===== config.mk =====
export PLATFORM = sky130hd
export DESIGN_NAME = ultrasonic_echo_ranger_unit
export DESIGN_NICKNAME = d
export VERILOG_FILES = /design/src/design/uer_pkg.sv /design/src/design/uer_range_div.sv /design/src/design/ultrasonic_echo_ranger_unit.sv
export SDC_FILE = /design/constraint.sdc
export NUM_CORES = 1
export LEC_CHECK = 0
export ABC_CLOCK_PERIOD_IN_PS = 7170
export BUFFER_PORTS_ARGS = -buffer_cell sky130_fd_sc_hd__buf_2
export CAP_MARGIN = 20
export CORE_UTILIZATION = 64
export CTS_BUF_LIST = sky130_fd_sc_hd__clkbuf_8
export CTS_CLUSTER_DIAMETER = 150
export DETAILED_ROUTE_END_ITERATION = 7
export GPL_TIMING_DRIVEN = 0
export PLACE_DENSITY = 0.84
export SLEW_MARGIN = 20
export SYNTH_ARGS = -nofsm -noshare
export SYNTH_HDL_FRONTEND = slang
export SYNTH_SLANG_ARGS = --single-unit

===== constraint.sdc =====
create_clock -name clk -period 7.17 [get_ports clk]
set_clock_uncertainty 0.1 [all_clocks]
set_input_delay 0.717 -clock clk [delete_from_list [all_inputs] [get_ports clk]]
set_output_delay 0.717 -clock clk [all_outputs]
set_load 0.03 [all_outputs]

===== src/design/uer_pkg.sv =====
`default_nettype none

package uer_pkg;

	localparam int unsigned TICK_W    = 18;
	localparam int unsigned RANGE_W   = 11;
	localparam int unsigned LINES_W   = 10;
	localparam int unsigned SENSOR_W  = 4;
	localparam int unsigned PULSE_W   = 4;
	localparam int unsigned DIST_W    = 10;

	localparam logic [PULSE_W-1:0] PULSE_TICKS = 4'd10;
	localparam int unsigned CM_DIV        = 58;
	localparam int unsigned INCH_DIV      = 148;
	localparam int unsigned NO_ECHO_LIMIT = 5000;
	localparam int unsigned RANGE_MAX     = 2047;

	// ceil(2^24 / d); exact quotient for every 18-bit dividend
	localparam int unsigned RECIP_SHIFT = 24;
	localparam int unsigned RECIP_W     = 19;
	localparam int unsigned CM_RECIP    = 289263;
	localparam int unsigned INCH_RECIP  = 113360;

	localparam logic REG_UNITS    = 1'b0;
	localparam logic REG_MAX_DIST = 1'b1;

	typedef enum logic [1:0] {
		CMD_TICK  = 2'd0,
		CMD_START = 2'd1,
		CMD_ECHO  = 2'd2,
		CMD_NONE  = 2'd3
	} cmd_t;

	typedef enum logic [1:0] {
		ST_MEASURING = 2'd0,
		ST_DONE      = 2'd1,
		ST_ECHO_LONG = 2'd2,
		ST_NO_ECHO   = 2'd3
	} status_t;

	typedef struct packed {
		logic              use_cm;
		logic [TICK_W-1:0] width;
	} div_req_t;

endpackage

`default_nettype wire


===== src/design/uer_range_div.sv =====
`default_nettype none

module uer_range_div
	import uer_pkg::*;
(
	input  div_req_t             req,
	output logic [RANGE_W-1:0]   range
);

	localparam int unsigned PROD_W = TICK_W + RECIP_W;
	localparam int unsigned QUOT_W = PROD_W - RECIP_SHIFT;

	logic [RECIP_W-1:0] recip;
	logic [PROD_W-1:0]  prod;
	logic [QUOT_W-1:0]  quot;

	// reciprocal multiply stands in for the divide by 58 or 148
	assign recip = req.use_cm ? RECIP_W'(CM_RECIP) : RECIP_W'(INCH_RECIP);
	assign prod  = PROD_W'(req.width) * PROD_W'(recip);
	assign quot  = prod[PROD_W-1:RECIP_SHIFT];

	always_comb begin
		if (quot > QUOT_W'(RANGE_MAX)) begin
			range = RANGE_W'(RANGE_MAX);
		end else begin
			range = quot[RANGE_W-1:0];
		end
	end

endmodule

`default_nettype wire


===== src/design/ultrasonic_echo_ranger_unit.sv =====
// channel   dir  fields (low bit up)                          beat
// s_axis    in   tuser: command[1:0]; tdata: sensor[3:0],     tvalid & tready
//                echo_level[4]
// m_axis    out  tdata: status[1:0], range[12:2],             tvalid & tready
//                trigger_lines[22:13]
// apb       in   reg 0 use_centimetres @0x0, reg 1 max_distance @0x4
//
// One item per cycle while the output is not stalled; each result is registered in s1 and then in the output register.
// Controller state updates at the input beat; the range divide (one
// reciprocal multiply) sits between the s1 register and the output register.
// Reset sets the block idle with measured width 0, centimetres, limit 400.
// A stalled output holds its beat; the input keeps accepting until both
// stages are full.
`default_nettype none

module ultrasonic_echo_ranger_unit
	import uer_pkg::*;
#(
	parameter int unsigned NUM_SENSORS = 10
) (
	input  wire logic        clk,
	input  wire logic        arst_n,
	// s_axis_tdata: sensor[3:0], echo_level[4], zero[7:5]
	input  wire logic [7:0]  s_axis_tdata,
	// s_axis_tuser: command[1:0]
	input  wire logic [1:0]  s_axis_tuser,
	input  wire logic        s_axis_tvalid,
	output logic             s_axis_tready,
	// m_axis_tdata: status[1:0], range[12:2], trigger_lines[22:13], zero[23]
	output logic [23:0]      m_axis_tdata,
	output logic             m_axis_tvalid,
	input  wire logic        m_axis_tready,
	input  wire logic        psel,
	input  wire logic        penable,
	input  wire logic        pwrite,
	input  wire logic [2:0]  paddr,
	input  wire logic [31:0] pwdata,
	output logic [31:0]      prdata,
	output logic             pready
);

	logic              use_cm_q;
	logic [DIST_W-1:0] max_dist_q;

	logic                fin_q, fin_d;
	logic                echo_q, echo_d;
	logic [PULSE_W-1:0]  ptl_q, ptl_d;
	logic [SENSOR_W-1:0] sel_q, sel_d;
	logic [TICK_W-1:0]   elapsed_q, elapsed_d;
	logic [TICK_W-1:0]   width_q, width_d;

	logic                counting;
	logic [TICK_W-1:0]   elapsed_inc;
	logic [TICK_W-1:0]   limit;
	logic                tout;
	status_t             tout_st;
	status_t             status_d;
	logic [LINES_W-1:0]  lines_d;

	cmd_t                cmd;
	logic [SENSOR_W-1:0] sensor;
	logic                echo_level;
	logic                in_fire;
	logic                out_load;
	logic                cfg_wr;

	logic                valid_s1;
	status_t             status_s1;
	logic [LINES_W-1:0]  lines_s1;
	div_req_t            req_s1;

	logic                valid_s2;
	status_t             status_s2;
	logic [RANGE_W-1:0]  range_s2;
	logic [LINES_W-1:0]  lines_s2;
	logic [RANGE_W-1:0]  range_s1;

	assign cmd        = cmd_t'(s_axis_tuser);
	assign sensor     = s_axis_tdata[SENSOR_W-1:0];
	assign echo_level = s_axis_tdata[SENSOR_W];

	assign out_load      = !valid_s2 || m_axis_tready;
	assign s_axis_tready = !valid_s1 || out_load;
	assign in_fire       = s_axis_tvalid && s_axis_tready;

	// configuration
	assign pready = 1'b1;
	assign cfg_wr = psel && penable && pwrite && pready;

	always_ff @(posedge clk or negedge arst_n) begin
		if (!arst_n) begin
			use_cm_q   <= 1'b1;
			max_dist_q <= DIST_W'(400);
		end else if (cfg_wr) begin
			unique case (paddr[2])
				REG_UNITS:    use_cm_q   <= pwdata[0];
				REG_MAX_DIST: max_dist_q <= pwdata[DIST_W-1:0];
				default: ;
			endcase
		end
	end

	always_comb begin
		unique case (paddr[2])
			REG_UNITS:    prdata = {31'b0, use_cm_q};
			REG_MAX_DIST: prdata = {{(32-DIST_W){1'b0}}, max_dist_q};
			default:      prdata = '0;
		endcase
	end

	assign limit = TICK_W'(max_dist_q) * TICK_W'(use_cm_q ? CM_DIV : INCH_DIV);

	// controller next state
	assign counting    = !fin_q && ((ptl_q == '0) || echo_q);
	assign elapsed_inc = (elapsed_q != '1) ? elapsed_q + 1'b1 : elapsed_q;

	always_comb begin
		fin_d     = fin_q;
		echo_d    = echo_q;
		ptl_d     = ptl_q;
		sel_d     = sel_q;
		elapsed_d = elapsed_q;
		width_d   = width_q;
		tout      = 1'b0;
		tout_st   = ST_NO_ECHO;
		unique case (cmd)
			CMD_TICK: begin
				if (ptl_q != '0) begin
					ptl_d = ptl_q - 1'b1;
				end
				if (counting) begin
					elapsed_d = elapsed_inc;
					if (echo_q) begin
						if (elapsed_inc > limit) begin
							fin_d   = 1'b1;
							echo_d  = 1'b0;
							tout    = 1'b1;
							tout_st = ST_ECHO_LONG;
						end
					end else if ((ptl_d == '0) && (elapsed_inc > TICK_W'(NO_ECHO_LIMIT))) begin
						fin_d   = 1'b1;
						tout    = 1'b1;
						tout_st = ST_NO_ECHO;
					end
				end
			end
			CMD_START: begin
				if (32'(sensor) < NUM_SENSORS) begin
					sel_d     = sensor;
					ptl_d     = PULSE_TICKS;
					fin_d     = 1'b0;
					echo_d    = 1'b0;
					elapsed_d = '0;
				end
			end
			CMD_ECHO: begin
				if (echo_level) begin
					if (!fin_q) begin
						echo_d    = 1'b1;
						elapsed_d = '0;
					end
				end else if (echo_q) begin
					width_d = elapsed_q;
					echo_d  = 1'b0;
					fin_d   = 1'b1;
				end
			end
			CMD_NONE: ;
			default: ;
		endcase

		if (tout) begin
			status_d = tout_st;
		end else begin
			status_d = fin_d ? ST_DONE : ST_MEASURING;
		end

		if (ptl_d != '0) begin
			lines_d = LINES_W'(16'b1 << sel_d);
		end else begin
			lines_d = '0;
		end
	end

	always_ff @(posedge clk or negedge arst_n) begin
		if (!arst_n) begin
			fin_q     <= 1'b1;
			echo_q    <= 1'b0;
			ptl_q     <= '0;
			sel_q     <= '0;
			elapsed_q <= '0;
			width_q   <= '0;
		end else if (in_fire) begin
			fin_q     <= fin_d;
			echo_q    <= echo_d;
			ptl_q     <= ptl_d;
			sel_q     <= sel_d;
			elapsed_q <= elapsed_d;
			width_q   <= width_d;
		end
	end

	// pipeline control
	always_ff @(posedge clk or negedge arst_n) begin
		if (!arst_n) begin
			valid_s1 <= 1'b0;
			valid_s2 <= 1'b0;
		end else begin
			if (in_fire) begin
				valid_s1 <= 1'b1;
			end else if (out_load) begin
				valid_s1 <= 1'b0;
			end
			if (out_load) begin
				valid_s2 <= valid_s1;
			end
		end
	end

	always_ff @(posedge clk) begin
		if (in_fire) begin
			status_s1     <= status_d;
			lines_s1      <= lines_d;
			req_s1.use_cm <= use_cm_q;
			req_s1.width  <= width_d;
		end
		if (out_load && valid_s1) begin
			status_s2 <= status_s1;
			range_s2  <= range_s1;
			lines_s2  <= lines_s1;
		end
	end

	uer_range_div u_div (
		.req   (req_s1),
		.range (range_s1)
	);

	assign m_axis_tvalid = valid_s2;
	assign m_axis_tdata  = {1'b0, lines_s2, range_s2, status_s2};

endmodule

`default_nettype wire


==> results of run 1 <==
==> routing by layer <==
layer	GRT usage [%]	vias up	wire, um
met1	34.99	5579	13640
li1	-	5320	-
met3	4.545	53	1706
met5	0	-	0
met2	49.86	313	17390
met4	8.392	0	646
==> critical path: cells and delay by family (launching register included) <==
family	cells	cell delay, ns
and+or+nand+nor	1	0.20
adders and majority gates	7	3.30
DFF	1	0.41
AOI/OAI and AO/OA	9	1.69
buffers and inverters	8	0.86
==> layout by cell type (no fill, tap or decap), types with 19 or more instances in the layout <==
master / Yosys / final
inv_1: 389 / 387
fa_1: 230 / 230
ha_1: 205 / 205
nand2_1: 147 / 144
buf_2: 4 / 61
nor2_1: 57 / 54
dfrtp_1: 54 / 54
edfxtp_1: 54 / 54
o21ai_0: 49 / 48
conb_1: 2 / 46
a21oi_1: 45 / 45
buf_4: 25 / 30
clkbuf_1: 35 / 29
xnor2_1: 25 / 25
mux2_2: 25 / 25
nand2b_1: 23 / 23
and2_1: 22 / 21
nand3_1: 19 / 19
==> logic make-up after synthesis <==
kind of cell / share of synthesized area (%)
buf+inv: 11.74
simple gates: 11.24
mux: 1.979
other cells: 0.04769
fa+ha+maj: 45.53
compound gates: 7.581
xor+xnor: 2.169
flops: 19.71
==> cell type report <==
type / instances / area [um2] / share of cell area (%)
tap: 324 / 405.4 / 2.365
buffer: 69 / 416.7 / 2.431
clock buffer: 18 / 247.7 / 1.445
multi-input combinational: 1094 / 11010 / 64.26
clock inverter: 14 / 140.1 / 0.8176
sequential: 113 / 3104 / 18.11
timing repair buffer: 64 / 347.8 / 2.030
inverter: 389 / 1463 / 8.534
==> repair_timing <==
action,4_1_cts,5_1_grt
buffers inserted,1,3
pin swaps,1,4
setup endpoints to repair,12,14
gates cloned,0,0
gates resized for setup,8,27
endpoints found under the hold margin,0,0
==> sequential cells by signal (all words and copies together) (netlist names), 2 cells and up <==
register / cells
req_s1: 19
elapsed_q: 18
width_q: 18
range_s2: 11
lines_s1: 10
lines_s2: 10
max_dist_q: 10
ptl_q: 4
sel_q: 4
status_s1: 2
status_s2: 2
==> how the worst min path moves through the flow <==
stage	start	endpoint	slack, ns	cells after the start
3_5_place_dp	lines_s1[4]	lines_s2[4]	0.30	0
6_report	arst_n	max_dist_q[3]	0.25	1
5_1_grt	arst_n	max_dist_q[3]	0.31	1
3_3_place_gp	lines_s1[0]	lines_s2[0]	0.30	0
2_1_floorplan	lines_s1[0]	lines_s2[0]	0.30	0
4_1_cts	arst_n	max_dist_q[6]	0.27	1
==> stage by stage <==
step / utilization (%) / hold WS [ns] / cells / TNS [ns]
final: 70.68 / 0.2450 / 2085 / 0
after global placement: 68.51 / 0.3044 / 2048 / -8.700
after CTS: 70.33 / 0.2689 / 2082 / 0
after floorplan: - / 0.3003 / 1665 / 0
after detailed placement: 68.61 / 0.3045 / 2049 / -11.10
after global routing: 70.68 / 0.3107 / 2085 / 0
==> impl_metrics.tcl, run 1 <==
set metrics [dict create \
    async_reset_ff_share_pct 52.21 \
    drt-pass1-iter-count 5 \
    numCtsBuffers 17 \
    num_vias 11270 \
    avgSynthCellArea_um2 9.714 \
    yosys_warnings 0 \
    fin_area_um2 17140 \
    die_y_um 158.9 \
    grt_usage_pct 28.02 \
    cts_hold_buffers 0 \
    pin_count 111 \
    synth_most_common_cell "inv_1" \
    antenna_cells 0 \
    rr_endpoint "range_s2[2]" \
    worstMarginPinSlew_ns 0.8231 \
    io_buffers 59 \
    grt_pass1_wl_mm 56.67 \
    core_area_um2 24250 \
    drc 0 \
    regToRegSetupSlack_ns 0.31 \
    critPathKind "register to register" \
    yosysSeqAreaShare_pct 19.71 \
    reg2reg_from "req_s1[18]" \
    fin_ws_ns 0.3145 \
    cts_max_path_buffers 2 \
    setup.worst_path.start "req_s1[18]" \
    dpl.hpwl_mm 28.36 \
    die_area_um2 25230 \
    yosysTopAreaCellShare_pct 29.24 \
    wl_per_cell_um 16.01 \
    endpoint "range_s2[2]" \
    slowest_delay_ns 0.55 \
    ant_nets 0 \
    cts_max_level 4 \
    place_area_um2 16640 \
    fillerInstances 1769 \
    max_slew_margin_pct 45.13 \
    path_clk_slew_ns 0.08 \
    ys.flop_type "edfxtp_1" \
    start_util_pct 64.94 \
    final_layout_size_suffix_gt1_share_pct 11.30 \
    dpl_worst_slack_ns -1.052 \
    drt_iter0_drc 735 \
    worst_path_max_delay_cell "fa_1" \
    syn_inst 1621 \
    rsz0062_at_grt "false" \
    yosys.area.top_type "fa_1" \
    finalSetupViolCount 0 \
    synth_edf_count 54 \
    max_freq_mhz 145.9 \
    antenna_found_initial 0 \
    cts.sinks 113 \
    worstPathRequired_ns 7.22 \
    tritoncts "built" \
    min_path_type "input port to asynchronous set/reset pin" \
    totalWireLength_mm 33.38 \
    yosys.cell_types.count 73 \
    via_per_inst 5.403 \
    min_period_ns 6.856 \
    status "complete, no violations" \
    final_nets 2235 \
    rows 57 \
    synth_common_cells "389 x inv_1, 230 x fa_1, 205 x ha_1" \
    fin_crit_sh_pct 95.61 \
    root_buffer "clkbuf_8" \
    critPathArrivalTime_ns 6.91 \
    grt_pass1_vias 11990 \
    ys_top_cells_by_area "fa_1 29%, ha_1 16%, edfxtp_1 10%" \
    clk_latency_ns 0.44 \
    synth_seq_cells 113 \
    gp_congestion 0.9447 \
    start_kind "register" \
    crit_top_cell "fa_1" \
    grt_max_degree 60 \
    reg2reg_depth 25 \
    grt-ovfl-total 0 \
    drv_slew 0 \
    chipWidth_um 158.9 \
    endpoint_kind "register" \
    finalHoldViolCount 0 \
    cap_violations 0 \
    synth_area_um2 15750 \
    syn_to_final_growth_pct 8.844 \
    cp_max_fo 10 \
]
Power of run 1 is not shown: default switching activity piles up to over one toggle a cycle in this logic, so the estimate is an artifact.
==> run 2: changes to the inputs <==
Settings changed: REMOVE_ABC_BUFFERS from default to 1.
==> run 2 against run 1 <==
  * Sequential share of layout area rose by 0.38 points
  * Utilization fell by 1.4 points
  * Critical path type unchanged
  * Wire length fell by 1.2%
  * Sequential cell count did not move
  * Non-clock buffer count fell by 64
  * Clock-buffer cell count fell by 1
  * Highest routed layer unchanged
  * Die area did not move
  * Final cell count fell by 3.1%
  * Design area fell by 1.9%
  * Hold slack improved by 0.083 ns
  * First-iteration DRC count fell by 1.9%
  * Critical endpoint is now range_s2[4]
  * Setup slack improved by 0.035 ns
==> impl_metrics.tcl, run 2 (synthesis results as in run 1) <==
set metrics [dict create \
    numPlacedInstances 1981 \
    grt_usage_pct 27.93 \
    drt_iter0_drc 721 \
    drv_slew 0 \
    cts.sinks 113 \
    cts_max_level 4 \
    root_buffer "clkbuf_8" \
    rows 57 \
    min_period_ns 6.821 \
    num_vias 11030 \
    io_buffers 59 \
    grt-ovfl-total 0 \
    layout_common_cells "388 x inv_1, 230 x fa_1, 205 x ha_1, 146 x nand2_1, 58 x buf_2" \
    reg2reg_depth 23 \
    stdcell_count 2021 \
    max_slew_margin_pct 31.94 \
    critPathArrivalTime_ns 6.90 \
    syn_to_final_growth_pct 6.754 \
    fin_crit_sh_pct 95.13 \
    antenna_found_initial 0 \
    die_area_um2 25230 \
    min_path_cells 0 \
    cts_max_path_buffers 2 \
    ant_nets 0 \
    start_kind "register" \
    start_util_pct 64.94 \
    dpl.hpwl_mm 27.41 \
    drc 0 \
    grt_pass1_vias 11940 \
    mostFrequentLayoutCell "inv_1" \
    worstPathRequired_ns 7.25 \
    finalHoldViolCount 0 \
    largest_reg_flops 19 \
    cap_violations 0 \
    die_y_um 158.9 \
    endpoint_kind "register" \
    rsz0062_at_grt "false" \
    largestRegisters "req_s1 (19), elapsed_q (18), width_q (18)" \
    grt_max_degree 51 \
    cp_max_fo 11 \
    via_per_inst 5.460 \
    worstMarginPinSlew_ns 1.018 \
    fillerInstances 1760 \
    tritoncts "built" \
    status "complete, no violations" \
    wl_per_cell_um 16.32 \
    antenna_cells 0 \
    min_path_type "register to register" \
    totalWireLength_mm 32.99 \
    critPathKind "register to register" \
    final_nets 2171 \
    path_clk_slew_ns 0.08 \
    gp_congestion 0.9378 \
    regMostFlops "req_s1" \
    clk_latency_ns 0.45 \
    grt_pass1_wl_mm 56.24 \
    final_layout_size_suffix_gt1_share_pct 9.428 \
    drt-pass1-iter-count 8 \
    numCtsBuffers 17 \
    pin_count 111 \
    finalSetupViolCount 0 \
    core_area_um2 24250 \
    max_freq_mhz 146.6 \
    chipWidth_um 158.9 \
]
==> run 2: cell types whose count changed in the layout (fill, tap and decap cells not counted), sizes merged <==
cell / before / now
clkbuf: 51 / 17
dlygate4sd3: 0 / 1
inv: 394 / 400
buf: 100 / 68
clkinv: 5 / 2
clkinvlp: 2 / 1
bufinv: 2 / 1
==> run 2: stage by stage <==
stage	setup TNS, ns	utilization [%]	area [um2]	setup WS [ns]	hold WS, ns
after floorplan	0	-	15520	0.5187	0.3003
after global placement	-8.251	66.91	16220	-0.7748	0.3070
after detailed placement	-9.933	67.12	16270	-0.9294	0.3093
after CTS	0	69.07	16750	0.1936	0.3323
after global routing	0	69.32	16810	0.01062	0.3339
final	0	69.32	16810	0.3492	0.3278
==> run 2: cell type report <==
class | instances | area, um2 | share of cell area, %
multi-input combinational | 1094 | 11020 | 65.55
sequential | 113 | 3108 | 18.49
inverter | 389 | 1460 | 8.686
timing repair buffer | 69 | 424.2 | 2.523
tap | 324 | 405.4 | 2.412
clock buffer | 17 | 234.0 | 1.392
clock inverter | 15 | 158.9 | 0.9453
==> run 2: critical path, stage by stage (launching register included) <==
cell and delay, ns:
edfxtp_1 0.56, inv_1 0.14, nor2_1 0.44, fa_1 0.52, ha_1 0.29, inv_1 0.06
fa_1 0.55, inv_1 0.06, fa_1 0.50, fa_1 0.55, inv_1 0.05, fa_1 0.53
inv_1 0.04, ha_1 0.31, a211oi_1 0.21, o21ai_0 0.12, a21oi_1 0.23, o22ai_1 0.14
a211oi_4 0.30, o211ai_1 0.20, o211ai_4 0.21, o31a_1 0.22, buf_12 0.13, o22ai_1 0.08
==> run 2: final timing paths <==
check | slack, ns | endpoint | startpoint
max | 0.35 | range_s2[4] | req_s1[12]
min reg2reg | 0.33 | status_s2[0] | status_s1[0]
max in group asynchronous | 5.89 | fin_q | arst_n
max reg2reg | 0.35 | range_s2[4] | req_s1[12]
min in group asynchronous | 0.55 | max_dist_q[0] | arst_n
min | 0.33 | status_s2[0] | status_s1[0]
==> run 2: timing repair <==
action,CTS,global route
setup buffers,5,2
endpoints found under the setup margin,11,15
pin swaps,1,2
gates resized for setup,3,8
hold endpoints to repair,5,0
hold buffers,1,0
==> run 2: metal layers <==
metal  vias to the layer above  track usage [%]  wire length [um]
li1                       5191                -                 -
met1                      5467            34.75             13330
met2                       294            49.14             16880
met3                        82            4.206              1682
met4                         0            10.53              1099
met5                         -                0                 0
Power of run 2 is left out for the same reason.
==> run 3: changes to the inputs <==
Settings changed: CORE_UTILIZATION 64 to 63, CTS_BUF_LIST sky130_fd_sc_hd__clkbuf_8 to default, PLACE_DENSITY 0.84 to 0.83.
==> run 3 against run 2 <==
  * Sequential cell count unchanged
  * Register-to-register slack got worse by 0.13 ns
  * Maximum frequency decreased by 1.8%
  * Final cell count about the same
  * Setup slack got worse by 0.13 ns
  * Hold slack got worse by 0.31 ns
  * Non-clock buffer count decreased by 3
  * Critical path depth increased by 1
  * First-iteration DRC count decreased by 12%
  * Wire length increased by 2.0%
  * Sequential share of layout area decreased by 0.21 points
  * Critical path type unchanged
  * Highest routed layer unchanged
==> impl_metrics.tcl, run 3 (synthesis results as in run 1) <==
set metrics [dict create \
    status "complete, no violations" \
    root_buffer "clkbuf_16" \
    grt_pass1_vias 11880 \
    worstPathRequired_ns 7.22 \
    hold_ws_ns 0.02002 \
    finalSetupViolCount 0 \
    cap_violations 0 \
    start_kind "register" \
    grt-ovfl-total 0 \
    numPlacedInstances 1982 \
    drv_slew 0 \
    via_per_inst 5.526 \
    critPathKind "register to register" \
    gp_congestion 0.9664 \
    drt_iter0_drc 633 \
    io_buffers 59 \
    fin_crit_sh_pct 96.89 \
    slowest_delay_ns 0.55 \
    worstMarginPinSlew_ns 1.041 \
    endpoint_kind "register" \
    cp_max_fo 11 \
    grt_usage_pct 27.66 \
    num_vias 11160 \
    fin_area_um2 17000 \
    tritoncts "built" \
    ant_nets 0 \
    min_period_ns 6.947 \
    dpl.hpwl_mm 26.91 \
    wl_per_cell_um 16.67 \
    pin_count 111 \
    max_slew_margin_pct 30.43 \
    worst_path_max_delay_cell "fa_1" \
    min_path_type "input port to asynchronous set/reset pin" \
    die_y_um 160.1 \
    largestRegisters "req_s1 (19), elapsed_q (18), width_q (18)" \
    path_clk_slew_ns 0.06 \
    start_util_pct 64.56 \
    grt_pass1_wl_mm 55.99 \
    totalWireLength_mm 33.66 \
    core_area_um2 24390 \
    place_area_um2 16290 \
    regToRegSetupSlack_ns 0.22 \
    clk_latency_ns 0.43 \
    regMostFlops "req_s1" \
    rows 57 \
    reg2reg_from "req_s1[18]" \
    rr_endpoint "range_s2[0]" \
    stdcell_count 2019 \
    die_area_um2 25630 \
    antenna_cells 0 \
    crit_buf_inv 6 \
    crit_cells 24 \
    largest_reg_flops 19 \
    cts.sinks 113 \
    chipWidth_um 160.1 \
    layout_common_cells "388 x inv_1, 230 x fa_1, 205 x ha_1, 146 x nand2_1, 58 x buf_2" \
    final_nets 2169 \
    mostFrequentLayoutCell "inv_1" \
    numCtsBuffers 17 \
    reg2reg_depth 24 \
    cts_max_level 4 \
    finalHoldViolCount 0 \
    fin_setup_tns_ns 0 \
    critPathArrivalTime_ns 7.00 \
    grt_max_degree 51 \
    antenna_found_initial 0 \
    path_cells "buf_4, nor2_1, inv_1, and2_1, ha_1, inv_1, fa_1, inv_1, fa_1, fa_1, fa_1, inv_1, fa_1, inv_1, ha_1, o21ai_0, o21ai_0, a21oi_1, o22ai_1, a211oi_4, o211ai_1, o211ai_4, o31a_4, o21ai_0" \
    drc 0 \
    cts_hold_buffers 0 \
    drt-pass1-iter-count 7 \
    syn_to_final_growth_pct 7.970 \
    cts_max_path_buffers 2 \
    final_layout_size_suffix_gt1_share_pct 9.322 \
    max_freq_mhz 143.9 \
    cpLargestDelayFamily "adder cells" \
]
run 3: worst max path at each step:
stage | startpoint | to | slack [ns]
finish | req_s1[18] | range_s2[0] | 0.22
floorplan | req_s1[18] | range_s2[4] | 0.52
detailed placement | req_s1[18] | range_s2[0] | -0.91
CTS | use_cm_q | status_s1[0] | 0.17
global placement | req_s1[18] | range_s2[0] | -0.81
global route | req_s1[18] | range_s2[0] | -0.06
run 3: what timing repair did:
action / in CTS / in global routing
gates resized for setup: 3 / 9
pin swaps: 2 / 2
setup buffers: 4 / 0
cloned: 0 / 1
endpoints found under the setup margin: 11 / 14
run 3: final cells by class:
class	count	area [um2]
clock buffers	17	425.4
flip-flops and latches	113	3108
clock inverters	15	165.2
multi-input cells	1095	11030
inverters	389	1460
fillers	1750	7390
well taps	324	405.4
repair buffers	66	406.6
run 3: layer usage:
metal	part of all wire (%)	track usage (%)	up-vias	wire (um)
met5	0	0	-	0
met4	3.4	11.13	0	1156
met3	6.0	6.338	89	2005
met2	51	48.26	377	17130
met1	40	33.06	5501	13370
li1	-	-	5190	-
run 3: stage by stage:
stage | utilization [%] | worst slack (ns)
finish | 69.70 | 0.2226
global route | 69.70 | -0.05842
floorplan | - | 0.5187
global placement | 66.52 | -0.8129
detailed placement | 66.78 | -0.9114
CTS | 69.46 | 0.1691
Power of run 3 is left out for the same reason.
